[config.mk]
export PLATFORM = sky130hd
export DESIGN_NAME = bag_store_with_swap_remove_unit
export DESIGN_NICKNAME = d
export VERILOG_FILES = /design/src/hdl/bsr_pkg.sv /design/src/hdl/bsr_ctrl.sv /design/src/hdl/bsr_dp.sv /design/src/hdl/bag_store_with_swap_remove_unit.sv
export SDC_FILE = /design/constraint.sdc
export NUM_CORES = 1
export LEC_CHECK = 0
export BUFFER_PORTS_ARGS = -buffer_cell sky130_fd_sc_hd__buf_4
export CORE_UTILIZATION = 38
export CTS_BUF_LIST = sky130_fd_sc_hd__clkbuf_8
export DETAILED_ROUTE_END_ITERATION = 10
export GPL_TIMING_DRIVEN = 0
export HOLD_SLACK_MARGIN = 0.08
export PLACE_DENSITY = 0.52
export SKIP_CTS_REPAIR_TIMING = 1
export SYNTH_ARGS = -nofsm -noshare
export SYNTH_HDL_FRONTEND = slang
export SYNTH_SLANG_ARGS = --single-unit
[constraint.sdc]
create_clock -name clk -period 6.36 [get_ports clk]
set_clock_uncertainty 0.1 [all_clocks]
set_input_delay 0.636 -clock clk [delete_from_list [all_inputs] [get_ports clk]]
set_output_delay 0.636 -clock clk [all_outputs]
set_load 0.03 [all_outputs]
[src/hdl/bsr_pkg.sv]
package bsr_pkg;

    localparam int CAPACITY   = 16;
    localparam int ITEM_WIDTH = 32;
    localparam int IDX_W      = (CAPACITY > 1) ? $clog2(CAPACITY) : 1;
    localparam int CNT_W      = $clog2(CAPACITY + 1);
    localparam int REQ_W      = 2;
    localparam int VALUE_W    = 32;
    localparam int OUT_CNT_W  = 5;

    localparam logic [REQ_W-1:0] REQ_ADD    = 2'd0;
    localparam logic [REQ_W-1:0] REQ_REMOVE = 2'd1;
    localparam logic [REQ_W-1:0] REQ_COUNT  = 2'd2;
    localparam logic [REQ_W-1:0] REQ_CLEAR  = 2'd3;

    // Commands from the controller to the datapath.
    typedef struct packed {
        logic accept;
        logic scan_en;
        logic swap_rd;
        logic swap_wr;
        logic load_result;
    } cmd_t;

    // Status from the datapath back to the controller.
    typedef struct packed {
        logic scan_done;
        logic is_clear;
        logic do_swap;
        logic out_free;
    } status_t;

endpackage

[src/hdl/bsr_ctrl.sv]
module bsr_ctrl
(
    input  logic            clk,
    input  logic            rst_n,
    input  logic            in_valid,
    output logic            in_stall,
    input  bsr_pkg::status_t status,
    output bsr_pkg::cmd_t   cmd
);

    localparam logic [2:0] S_IDLE    = 3'd0;
    localparam logic [2:0] S_SCAN    = 3'd1;
    localparam logic [2:0] S_SWAP_RD = 3'd2;
    localparam logic [2:0] S_SWAP_WR = 3'd3;
    localparam logic [2:0] S_RESULT  = 3'd4;

    logic [2:0] state_reg;
    logic [2:0] state_next;

    always_ff @(posedge clk or negedge rst_n)
    begin
        if (!rst_n)
        begin
            state_reg <= S_IDLE;
        end
        else
        begin
            state_reg <= state_next;
        end
    end

    always_comb
    begin
        state_next = state_reg;
        cmd        = '0;
        in_stall   = 1'b1;
        case (state_reg)
            S_IDLE:
            begin
                in_stall = 1'b0;
                if (in_valid)
                begin
                    cmd.accept = 1'b1;
                    state_next = S_SCAN;
                end
            end
            S_SCAN:
            begin
                cmd.scan_en = !status.is_clear;
                if (status.is_clear || status.scan_done)
                begin
                    state_next = status.do_swap ? S_SWAP_RD : S_RESULT;
                end
            end
            S_SWAP_RD:
            begin
                cmd.swap_rd = 1'b1;
                state_next  = S_SWAP_WR;
            end
            S_SWAP_WR:
            begin
                cmd.swap_wr = 1'b1;
                state_next  = S_RESULT;
            end
            S_RESULT:
            begin
                if (status.out_free)
                begin
                    cmd.load_result = 1'b1;
                    state_next      = S_IDLE;
                end
            end
            default:
            begin
                state_next = S_IDLE;
            end
        endcase
    end

endmodule

[src/hdl/bsr_dp.sv]
module bsr_dp
(
    input  logic                               clk,
    input  logic                               rst_n,
    input  bsr_pkg::cmd_t                      cmd,
    output bsr_pkg::status_t                   status,
    input  logic [bsr_pkg::REQ_W-1:0]          req_type,
    input  logic [bsr_pkg::VALUE_W-1:0]        item_value,
    output logic                               out_valid,
    input  logic                               out_stall,
    output logic                               accepted,
    output logic                               full_reject,
    output logic [bsr_pkg::OUT_CNT_W-1:0]      match_count,
    output logic                               present,
    output logic [bsr_pkg::OUT_CNT_W-1:0]      size_now,
    output logic                               is_empty
);

    logic [bsr_pkg::ITEM_WIDTH-1:0] mem [bsr_pkg::CAPACITY];
    logic [bsr_pkg::ITEM_WIDTH-1:0] rdata_reg;

    logic [bsr_pkg::REQ_W-1:0]      req_reg;
    logic [bsr_pkg::ITEM_WIDTH-1:0] value_reg;
    logic [bsr_pkg::CNT_W-1:0]      count_reg;
    logic [bsr_pkg::CNT_W-1:0]      count_next;
    logic [bsr_pkg::CNT_W-1:0]      ptr_reg;
    logic [bsr_pkg::CNT_W-1:0]      ptr_next;
    logic [bsr_pkg::CNT_W-1:0]      match_reg;
    logic [bsr_pkg::CNT_W-1:0]      match_next;
    logic                           found_reg;
    logic                           found_next;
    logic [bsr_pkg::IDX_W-1:0]      found_idx_reg;
    logic [bsr_pkg::IDX_W-1:0]      found_idx_next;
    logic                           cmp_valid_reg;
    logic [bsr_pkg::IDX_W-1:0]      cmp_idx_reg;
    logic                           out_valid_reg;
    logic                           out_valid_next;

    logic                           scan_issue;
    logic                           hit;
    logic                           is_add;
    logic                           is_remove;
    logic                           is_count;
    logic                           is_clear;
    logic                           full;
    logic                           add_ok;
    logic [bsr_pkg::CNT_W-1:0]      last_cnt;
    logic [bsr_pkg::CNT_W-1:0]      size_after;
    logic                           rd_en;
    logic [bsr_pkg::IDX_W-1:0]      rd_addr;
    logic                           wr_en;
    logic [bsr_pkg::IDX_W-1:0]      wr_addr;
    logic [bsr_pkg::ITEM_WIDTH-1:0] wr_data;

    assign is_add    = (req_reg == bsr_pkg::REQ_ADD);
    assign is_remove = (req_reg == bsr_pkg::REQ_REMOVE);
    assign is_count  = (req_reg == bsr_pkg::REQ_COUNT);
    assign is_clear  = (req_reg == bsr_pkg::REQ_CLEAR);
    assign full      = (count_reg == bsr_pkg::CNT_W'(bsr_pkg::CAPACITY));
    assign add_ok    = is_add && !full;
    assign last_cnt  = count_reg - bsr_pkg::CNT_W'(1);

    // One entry is read per scan cycle; it is compared the cycle after.
    assign scan_issue = cmd.scan_en && (ptr_reg != count_reg);
    assign hit        = cmp_valid_reg && (rdata_reg == value_reg);

    assign rd_en   = scan_issue || cmd.swap_rd;
    assign rd_addr = cmd.swap_rd ? last_cnt[bsr_pkg::IDX_W-1:0]
                                 : ptr_reg[bsr_pkg::IDX_W-1:0];

    // The swap moves the last entry into the hole; an add appends at the count.
    assign wr_en   = cmd.swap_wr || (cmd.load_result && add_ok);
    assign wr_addr = cmd.swap_wr ? found_idx_reg : count_reg[bsr_pkg::IDX_W-1:0];
    assign wr_data = cmd.swap_wr ? rdata_reg : value_reg;

    always_ff @(posedge clk)
    begin
        if (wr_en)
        begin
            mem[wr_addr] <= wr_data;
        end
        if (rd_en)
        begin
            rdata_reg <= mem[rd_addr];
        end
    end

    always_comb
    begin
        if (is_clear)
        begin
            size_after = '0;
        end
        else if (add_ok)
        begin
            size_after = count_reg + bsr_pkg::CNT_W'(1);
        end
        else
        begin
            size_after = count_reg;
        end
    end

    always_comb
    begin
        ptr_next       = ptr_reg;
        match_next     = match_reg;
        found_next     = found_reg;
        found_idx_next = found_idx_reg;
        count_next     = count_reg;
        if (cmd.accept)
        begin
            ptr_next   = '0;
            match_next = '0;
            found_next = 1'b0;
        end
        else
        begin
            if (scan_issue)
            begin
                ptr_next = ptr_reg + bsr_pkg::CNT_W'(1);
            end
            if (hit)
            begin
                match_next = match_reg + bsr_pkg::CNT_W'(1);
                if (!found_reg)
                begin
                    found_next     = 1'b1;
                    found_idx_next = cmp_idx_reg;
                end
            end
        end
        if (cmd.swap_wr)
        begin
            count_next = last_cnt;
        end
        else if (cmd.load_result)
        begin
            count_next = size_after;
        end
    end

    assign out_valid_next = cmd.load_result ? 1'b1
                          : (out_valid_reg && !out_stall) ? 1'b0 : out_valid_reg;

    always_ff @(posedge clk or negedge rst_n)
    begin
        if (!rst_n)
        begin
            count_reg     <= '0;
            ptr_reg       <= '0;
            match_reg     <= '0;
            found_reg     <= 1'b0;
            cmp_valid_reg <= 1'b0;
            out_valid_reg <= 1'b0;
            req_reg       <= bsr_pkg::REQ_ADD;
        end
        else
        begin
            count_reg     <= count_next;
            ptr_reg       <= ptr_next;
            match_reg     <= match_next;
            found_reg     <= found_next;
            cmp_valid_reg <= scan_issue;
            out_valid_reg <= out_valid_next;
            if (cmd.accept)
            begin
                req_reg <= req_type;
            end
        end
    end

    always_ff @(posedge clk)
    begin
        found_idx_reg <= found_idx_next;
        cmp_idx_reg   <= ptr_reg[bsr_pkg::IDX_W-1:0];
        if (cmd.accept)
        begin
            value_reg <= bsr_pkg::ITEM_WIDTH'(item_value);
        end
        if (cmd.load_result)
        begin
            accepted    <= is_add ? !full : (is_remove ? found_reg : 1'b1);
            full_reject <= is_add && full;
            match_count <= is_count ? bsr_pkg::OUT_CNT_W'(match_reg) : '0;
            present     <= !is_clear && found_reg;
            size_now    <= bsr_pkg::OUT_CNT_W'(size_after);
            is_empty    <= (size_after == '0);
        end
    end

    assign out_valid = out_valid_reg;

    assign status.scan_done = (ptr_reg == count_reg) && !cmp_valid_reg;
    assign status.is_clear  = is_clear;
    assign status.do_swap   = is_remove && found_reg;
    assign status.out_free  = !out_valid_reg || !out_stall;

endmodule

[src/hdl/bag_store_with_swap_remove_unit.sv]
// Channel   Direction  Handshake            Payload
// request   in         in_valid / in_stall  req_type, item_value
// result    out        out_valid / out_stall accepted, full_reject, match_count,
//                                            present, size_now, is_empty
//
// After an item is taken, each stored entry is read and compared (none for an empty
// store or a clear); a remove that finds its value then moves the last entry into the
// hole; then the result is loaded, and the next item can be taken in the cycle after.
// The entry memory's single read port sets the scan at one entry per cycle. Reset clears
// the entry count and control state, not the stored entries. While a result waits under
// out_stall the next item is still taken and scanned, its result held until the output frees.
module bag_store_with_swap_remove_unit
(
    input  logic                          clk,
    input  logic                          rst_n,
    input  logic                          in_valid,
    output logic                          in_stall,
    input  logic [bsr_pkg::REQ_W-1:0]     req_type,
    input  logic [bsr_pkg::VALUE_W-1:0]   item_value,
    output logic                          out_valid,
    input  logic                          out_stall,
    output logic                          accepted,
    output logic                          full_reject,
    output logic [bsr_pkg::OUT_CNT_W-1:0] match_count,
    output logic                          present,
    output logic [bsr_pkg::OUT_CNT_W-1:0] size_now,
    output logic                          is_empty
);

    bsr_pkg::cmd_t    cmd;
    bsr_pkg::status_t status;

    bsr_ctrl u_ctrl
    (
        .clk      (clk),
        .rst_n    (rst_n),
        .in_valid (in_valid),
        .in_stall (in_stall),
        .status   (status),
        .cmd      (cmd)
    );

    bsr_dp u_dp
    (
        .clk         (clk),
        .rst_n       (rst_n),
        .cmd         (cmd),
        .status      (status),
        .req_type    (req_type),
        .item_value  (item_value),
        .out_valid   (out_valid),
        .out_stall   (out_stall),
        .accepted    (accepted),
        .full_reject (full_reject),
        .match_count (match_count),
        .present     (present),
        .size_now    (size_now),
        .is_empty    (is_empty)
    );

endmodule
Yosys cells after proc, flatten, opt, wreduce, memory -nomap -nowiden:

Memory sizes are Yosys's and may differ from the RTL's. A register that Yosys moved wholly into a read port is not among the register bits.
Index checks and enable logic that the tools add are counted.

* add/subtract/negate cells: 4
* eq/ne operators: 14
* mux-type cells: 32
* bitwise gates (word level): 2
* reduce and logical (&&, ||, !) cells: 27

Operators by type and width (count)
* $mux 5: 8
* $eq 32x32->1: 1
* $mux 32: 1
* $mux 1: 16
* $add 5x1->5 const B: 3
* $pmux 3 s5: 1
* $mux 3: 4
* $logic_and 1x1->1: 9
* $mux 4: 2
* $reduce_bool 2->1: 4
* $eq 3x2->1 const B: 2
* $reduce_and 3->1: 2
* $eq 5x5->1: 1
* $eq 5x5->1 const B: 1
* $logic_not 1->1: 5
* $logic_not 5->1: 1
* $ne 5x5->1: 1
* $sub 5x1->5 const B: 1
* $eq 2x2->1 const B: 2
* $logic_or 1x1->1: 4
* $ne 2x2->1 const B: 2
* $eq 3x1->1 const B: 1
* $eq 3x3->1 const B: 1
* $logic_not 3->1: 1
* other kinds (4): 5

* bits in registers: 77
* RAM bits: 512
* input port bits: 38
* word-level logic and storage cells: 97
* memories kept: 1

Memories
* u_dp.mem: depth 16, bits a word 32, read ports 1, clocked after Yosys merged registers in 1, wr ports 1, line bsr_dp.sv:19 `logic [bsr_pkg::ITEM_WIDTH-1:0] mem [bsr_pkg::CAPACITY];`

Logic depth before layout (Yosys ltp):

Gate-level depths: netlist (run 1).

* depth after elaboration: 8
* mapped depth: 12
* depth with buffers taken out: 8

Cells and area by module:

From an unflattened synthesis (run 1), not the netlist that was laid out.

* cell total of the unflattened synthesis: 1181
* area, all modules: 24566.1 um^2

By module, submodules not included
* bsr_dp: times used 1, cells each 1160, area an instance 24368.4 um^2, seq. area each 18417.7 um^2
* bsr_ctrl: times used 1, cells each 21, area an instance 197.7 um^2, seq. area each 75.1 um^2

Least setup slack after synthesis (run 1):

No wires, ideal clock.

* path kind: register to register
* from: reg u_dp.count_reg[0] (netlist name)
* to: mem u_dp.mem[5][0] (netlist name) (enable)
* data arrival time: 3.506 ns
* slack: 2.333 ns
* cell stages (with the launch flop): 9
* cell sequence: dfrtp_1 -> clkbuf_1 -> inv_1 -> ha_1 -> nor3b_2 -> a211oi_1 -> nand2_1 -> o32a_1 -> nor2_1

* word-level cells in the longest chain between the ends: 7
* elaborated cells on any way between the ends: 8
* those cells by class: 1 x eq/ne; 3 x mux; 4 x reduce/logical

RTL lines
* from (decl): line bsr_dp.sv:24 `logic [bsr_pkg::CNT_W-1:0] count_reg;`
* from (signal assigned): line bsr_dp.sv:160 `count_reg <= count_next;`
* $eq 5x5->1: line bsr_dp.sv:59 `assign full = (count_reg == bsr_pkg::CNT_W'(bsr_pkg::CAPACITY));`
* $logic_not 1->1: line bsr_dp.sv:60 `assign add_ok = is_add && !full;`
* $logic_and 1x1->1: line bsr_dp.sv:60
* $logic_and 1x1->1: line bsr_dp.sv:72 `assign wr_en = cmd.swap_wr || (cmd.load_result && add_ok);`
* $logic_or 1x1->1: line bsr_dp.sv:72
* $mux 1: line bsr_dp.sv:78 `if (wr_en)`
* $mux 1 (implied by the code): line bsr_dp.sv:80 `mem[wr_addr] <= wr_data;`
* to (decl): line bsr_dp.sv:19

Parallel ways exist; a longest one is shown, timed or not.

Final worst setup path (run 1):

* from: reg u_dp.count_reg[0] (netlist name)
* to: mem u_dp.mem[4][15] (netlist name) (enable)

Same word-level chain as after synthesis.

==> qor.yml, run 1 <==
run_status: "finished with violations"
violations: "DRC"
worst_slew_margin_rel_pct: 24.5
die_area_sq_um: 65900
rows: 93
cts_num_sinks: 621
firstDrtPassIters: 10
yosysSeqAreaShare_pct: 75.0
postSynthRegisterBits: 621
final_min_period_over_clock_period_pct: 66.8
avgSynthCellArea_sq_um: 14.0
yosys_most_used_dff: "sky130_fd_sc_hd__edfxtp_1"
cpPeakStageDelay_ps: 600
synth_top_cells_by_area: "sky130_fd_sc_hd__edfxtp_1, sky130_fd_sc_hd__nand2_1, sky130_fd_sc_hd__a21oi_1"
rr_worst_depth: 9
antenna_violations_before_repair: 2
critical_path.startpoint_type: "flip-flop"
cts-buffers-inserted: 105
worstHoldEndpoint: "u_ctrl.state_reg[0]$_DFFE_PN0P_"
routed_via_density: 5.46
hold_path.class: "in -> reg"
slew_viol_final: 0
tns_ps: 0
max_clock_freq_ghz: 0.235
number_of_nets_produced_by_synthesis: 1808
criticalPathCategory: "reg -> reg"
ratio_of_total_power_to_cell_area_nw_per_um2: 425
die_w_microns: 257
route.final.wire_length_mm: 73.4
cts-root-to-sink-buffers: 3
final_nets: 2021
finish.cell_count_without_fillers: 2922
report.final.setup_viol: 0
endpoints_failing_hold: 0
mapped_cells: 1766
timing.hold.worst_path_depth: 4
finalWeightedCongestion: 0.829
yosys.area.top_type_share_pct: 72.3
cp_cell_sequence: "clkbuf_1 -> inv_1 -> ha_1 -> nor3b_2 -> a211oi_1 -> nand2_1 -> o32a_1 -> nor2_4 -> buf_12"
grt_pass1_wl_mm: 106
route.antenna.remaining_nets: 0
place.detailed.hpwl_mm: 47.9
crit_family: "compound AO/OA/AOI/OAI gates"
required_ps: 6640
drt-wirelength-per-cell_microns: 25.1
regToRegSetupSlack_ps: 2110
period_needed_ps: 4250
power_leakage_nw: 10.3
floorplan.initialDensity_pct: 38.4
worst_setup_path_startpoint: "u_dp.count_reg[0]$_DFFE_PN0P_"
synth.largest_area_cell: "sky130_fd_sc_hd__edfxtp_1"
detail_route.iter0.violations: 1458
first_global_vias: 15900
largest_fanout_on_the_critical_path: 19
setup_repair_after_global_routing_missed_its_margin: "no"
r2r-start: "u_dp.count_reg[0]$_DFFE_PN0P_"
yosys_warnings: 0
path_buf_inv: 3
total_vias_in_the_final_route: 16000
core_sq_um: 64200
endpoint_kind: "flip-flop"
globalRoute.totalOverflow: 0
drt_drc: 2
irDropWorstVdd_v: 0.000172
number_of_flops_mapped_to_enable_cells_by_yosys: 594
worst_slew_pin_slew_ps: 1130
max_cap_violations: 0
die_height_microns: 257
design.portCount: 54
cts.reportedPaths.clkPinSlew_ps: 60
portBuffers: 53
rr_endpoint: "u_dp.mem[4][15]$_DFFE_PP_"
post_synth_num_cell_types: 57
mappedNetlistArea_sq_um: 24700
cts_tree: "built"
syn2layout_area_growth_pct: 17.1
layout_cell_share_with_drive_strength_beyond_1_pct: 13.1
grt_max_degree: 33
largest_reg_flops: 512
arrival_ps: 4530
dp_cells: 2691
clock_tree.root_cell: "sky130_fd_sc_hd__clkbuf_8"
hold_path_startpoint: "in_valid"
grtUsageTotal_pct: 22.2
clock_latency_ps: 720
async_flop_share_pct: 3.70
crit_slowest_cell: "sky130_fd_sc_hd__nor2_4"
cts-htree-levels: 3
==> cell families after synthesis <==
logic type      synth area share (%)
flops                           75.0
xor+xnor                        1.63
compound gates                  12.8
fa+ha+maj                      0.203
simple gates                    7.94
mux                            0.213
buf+inv                         2.25
==> cells in the mapped netlist, drive strengths merged, types with 2 or more instances <==
cell type and instances:
and2 6, or3 4, o21ai 11, dfrtp 23, clkbuf 65, a31oi 5
or2 2, a22oi 64, buf 53, xor2 12, nor2 40, nor2b 2
mux2i 3, mux2 2, nor4b 3, a211oi 2, o22ai 33, nor3b 7
nand4 10, edfxtp 594, a32oi 2, nand3 10, ha 4, nand2b 3
a21o 2, nor3 7, xnor2 34, a21oi 268, nand2 371, o32a 2
a221o 34, inv 5, nor4 2, a22o 64, dfxtp 4
==> layout by cell type (no fill, tap or decap), types with 36 or more instances in the layout <==
master                          count
sky130_fd_sc_hd__clkbuf_8         107
sky130_fd_sc_hd__nand2_1          371
sky130_fd_sc_hd__edfxtp_1         594
sky130_fd_sc_hd__dlygate4sd3_1     36
sky130_fd_sc_hd__a21oi_1          267
sky130_fd_sc_hd__a22oi_1           64
sky130_fd_sc_hd__a22o_1            64
sky130_fd_sc_hd__clkbuf_1          64
sky130_fd_sc_hd__buf_2             41
sky130_fd_sc_hd__inv_1             53
sky130_fd_sc_hd__buf_4             58
==> power breakdown <==
group,switching (mW),internal (mW),total (mW)
logic,2.62,1.21,3.83
clock network,1.62,1.64,3.26
registers,0.179,4.99,5.17
==> worst max-delay path by stage <==
stage                                      to  slack [ps]  depth (start not counted)
global placement    u_dp.mem[5][15]$_DFFE_PP_         -10                          8
finish              u_dp.mem[4][15]$_DFFE_PP_        2110                          9
CTS                  u_dp.mem[5][7]$_DFFE_PP_        2170                          9
detailed placement  u_dp.mem[5][15]$_DFFE_PP_        2210                          9
global route         u_dp.mem[5][7]$_DFFE_PP_        1960                          9
floorplan            u_dp.mem[5][0]$_DFFE_PP_        2330                          8
==> layout make-up <==
| cell class | instances | area [sq um] |
|---|---|---|
| flip-flops and latches | 621 | 18500 |
| diodes | 2 | 5.00 |
| fillers | 5885 | 35400 |
| multi-input cells | 1022 | 5740 |
| inverters | 5 | 18.8 |
| repair buffers | 106 | 1120 |
| plain buffers | 118 | 537 |
| clock buffers | 107 | 1470 |
| well taps | 855 | 1070 |
| clock inverters | 86 | 415 |
==> per-layer routing <==
metal	vias up	GRT usage (%)	share of wire, %
met5	-	0	0
met4	0	10.1	3.6
met3	157	4.79	8.0
met2	682	34.9	47
met1	7990	29.5	42
li1	7137	-	-
==> worst register-to-register path: stages, from the launching register on <==
cell	delay (ps)
sky130_fd_sc_hd__dfrtp_1	350
sky130_fd_sc_hd__clkbuf_1	410
sky130_fd_sc_hd__inv_1	250
sky130_fd_sc_hd__ha_1	320
sky130_fd_sc_hd__nor3b_2	210
sky130_fd_sc_hd__a211oi_1	580
sky130_fd_sc_hd__nand2_1	260
sky130_fd_sc_hd__o32a_1	550
sky130_fd_sc_hd__nor2_4	600
sky130_fd_sc_hd__buf_12	280
==> stage by stage <==
step                utilization, %  worst slack, ps  power [mW]  hold slack, ps  area [sq um]
global placement              40.7            -10.7        8.95             287         26100
finish                        44.9             2110        12.3             264         28900
detailed placement            41.4             2210        9.04             292         26600
global route                  44.9             1960        12.8             265         28900
CTS                           44.4             2170        12.3            -323         28500
floorplan                        -             2330        7.54             240         24700
No activity file was read; power rests on OpenSTA's default activity.
==> inputs of run 2 (changes only) <==
--- a/config.mk
+++ b/config.mk
@@ -11,7 +11,7 @@
 export DETAILED_ROUTE_END_ITERATION = 10
 export GPL_TIMING_DRIVEN = 0
 export HOLD_SLACK_MARGIN = 0.08
-export PLACE_DENSITY = 0.52
+export PLACE_DENSITY = 0.54
 export SKIP_CTS_REPAIR_TIMING = 1
 export SYNTH_ARGS = -nofsm -noshare
 export SYNTH_HDL_FRONTEND = slang
==> constraint.sdc (replaced) <==
create_clock -name clk -period 3.6 [get_ports clk]
set_clock_uncertainty 0.1 [all_clocks]
set_input_delay 0.36 -clock clk [delete_from_list [all_inputs] [get_ports clk]]
set_output_delay 0.36 -clock clk [all_outputs]
set_load 0.03 [all_outputs]
==> qor.yml, run 2 (same netlist as run 1, synthesis figures left out) <==
cts-buffers-inserted: 104
report.final.setup_viol: 0
final_nets: 2044
drt-wirelength-per-cell_microns: 24.3
endpoint_kind: "flip-flop"
total_vias_in_the_final_route: 15900
die_height_microns: 257
antenna_violations_before_repair: 3
rows: 93
arrival_ps: 4000
preCtsSetupSlack_ps: -545
portBuffers: 53
power_leakage_nw: 10.5
finalWeightedCongestion: 0.836
required_ps: 4090
place.detailed.hpwl_mm: 47.0
run_status: "complete, no violations"
r2r-start: "u_dp.count_reg[0]$_DFFE_PN0P_"
firstDrtPassIters: 5
critical_path.startpoint_type: "flip-flop"
design.portCount: 54
routed_via_density: 5.40
largest_fanout_on_the_critical_path: 10
cts-htree-levels: 3
die_w_microns: 257
first_global_vias: 15700
final.setup.worst_slack_ps: 89.1
max_cap_violations: 0
setup_repair_after_global_routing_missed_its_margin: "yes"
clock_latency_ps: 740
hold_path.class: "in -> reg"
cts_tree: "built"
criticalPathCategory: "reg -> reg"
globalRoute.totalOverflow: 0
endpoints_failing_hold: 0
worst_slew_margin_rel_pct: 27.7
max_clock_freq_ghz: 0.285
period_needed_ps: 3510
route.antenna.remaining_nets: 0
detail_route.iter0.violations: 1553
cts-root-to-sink-buffers: 3
layout_cell_share_with_drive_strength_beyond_1_pct: 15.5
grt_max_degree: 33
final.hold.worst_slack_ps: 246
syn2layout_area_growth_pct: 19.1
route.final.wire_length_mm: 71.5
drt_drc: 0
die_area_sq_um: 65900
worst_slew_pin_slew_ps: 1080
ratio_of_total_power_to_cell_area_nw_per_um2: 744
final_min_period_over_clock_period_pct: 97.5
slew_viol_final: 0
hold_path_startpoint: "item_value[27]"
grt_pass1_wl_mm: 104
irDropWorstVdd_v: 0.000341
worst_setup_path_startpoint: "u_dp.count_reg[0]$_DFFE_PN0P_"
clock_tree.root_cell: "sky130_fd_sc_hd__clkbuf_8"
cts.reportedPaths.clkPinSlew_ps: 70
core_sq_um: 64200
largest_reg_flops: 512
mostFrequentLayoutCells: "sky130_fd_sc_hd__edfxtp_1, sky130_fd_sc_hd__nand2_1, sky130_fd_sc_hd__a21oi_1, sky130_fd_sc_hd__clkbuf_8, sky130_fd_sc_hd__buf_4"
cts_num_sinks: 621
floorplan.initialDensity_pct: 38.4
grtUsageTotal_pct: 21.6
mostFrequentLayoutCell: "sky130_fd_sc_hd__edfxtp_1"
[run 2: cell types whose count changed in the layout (fill, tap and decap cells not counted), moves of 3 or more]
cell and change:
sky130_fd_sc_hd__clkbuf_2 +17, sky130_fd_sc_hd__inv_1 -15, sky130_fd_sc_hd__clkbuf_8 +5, sky130_fd_sc_hd__clkinv_2 +5, sky130_fd_sc_hd__clkinvlp_4 -3, sky130_fd_sc_hd__buf_4 +12, sky130_fd_sc_hd__clkbuf_1 -18, sky130_fd_sc_hd__buf_16 +6
sky130_fd_sc_hd__buf_2 -3, sky130_fd_sc_hd__clkbuf_4 +3, sky130_fd_sc_hd__buf_12 +5
[run 2: path summary, 6_finish.rpt]
path                                                    to  slack, ps  cells after the start
max in group asynchronous    u_dp.match_reg[1]$_DFFE_PN0P_       2700                      4
min in group asynchronous    u_dp.count_reg[1]$_DFFE_PN0P_        540                      4
setup / recovery               u_dp.rdata_reg[3]$_DFFE_PP_         90                     10
hold / removal                u_dp.value_reg[27]$_DFFE_PP_        250                      2
setup reg to reg               u_dp.rdata_reg[3]$_DFFE_PP_         90                     10
hold reg to reg            u_dp.found_idx_reg[0]$_DFFE_PP_        300                      0
[run 2: worst max-delay path, stage by stage (launching register included)]
cell and delay (ps):
sky130_fd_sc_hd__dfrtp_1 560, sky130_fd_sc_hd__inv_1 200, sky130_fd_sc_hd__ha_1 410, sky130_fd_sc_hd__nand4bb_1 200, sky130_fd_sc_hd__o21ai_2 320, sky130_fd_sc_hd__buf_2 440
sky130_fd_sc_hd__clkbuf_2 410, sky130_fd_sc_hd__nand2_1 110, sky130_fd_sc_hd__a22o_1 190, sky130_fd_sc_hd__o22ai_1 260, sky130_fd_sc_hd__a221o_1 160
[run 2: where the power goes]
part           switching [mW]  leakage [nW]  total [mW]  internal [mW]
sequential              0.340          5.70        9.15           8.81
clock                    2.85          1.14        5.94           3.08
combinational            4.57          3.70        6.76           2.19
[run 2: area by class of cell]
| type | instances | area (sq um) |
|---|---|---|
| sequential | 621 | 18500 |
| multi-input combinational | 1022 | 5750 |
| clock buffer | 112 | 1540 |
| timing repair buffer | 131 | 1500 |
| clock inverter | 78 | 417 |
| antenna | 4 | 10.0 |
| fill | 5733 | 34900 |
| inverter | 5 | 18.8 |
| tap | 855 | 1070 |
| buffer | 117 | 562 |
[run 2: metrics by stage]
step / setup TNS [ps] / total power, mW / instance area [sq um] / util [%] / instances
final: 0 / 21.8 / 29400 / 45.7 / 2945
after floorplan: -95720 / 13.3 / 24700 / - / 1766
after global routing: -2800 / 22.8 / 29400 / 45.7 / 2945
after detailed placement: -112700 / 15.9 / 26700 / 41.5 / 2692
after CTS: -123780 / 21.9 / 28600 / 44.6 / 2882
after global placement: -1003500 / 15.8 / 26100 / 40.7 / 2674
[run 2: layer usage]
| metal | global-route usage (%) | share of wire [%] |
|---|---|---|
| met3 | 3.90 | 7.4 |
| met1 | 29.7 | 43 |
| met2 | 35.2 | 48 |
| met4 | 5.87 | 2.1 |
| met5 | 0 | 0 |
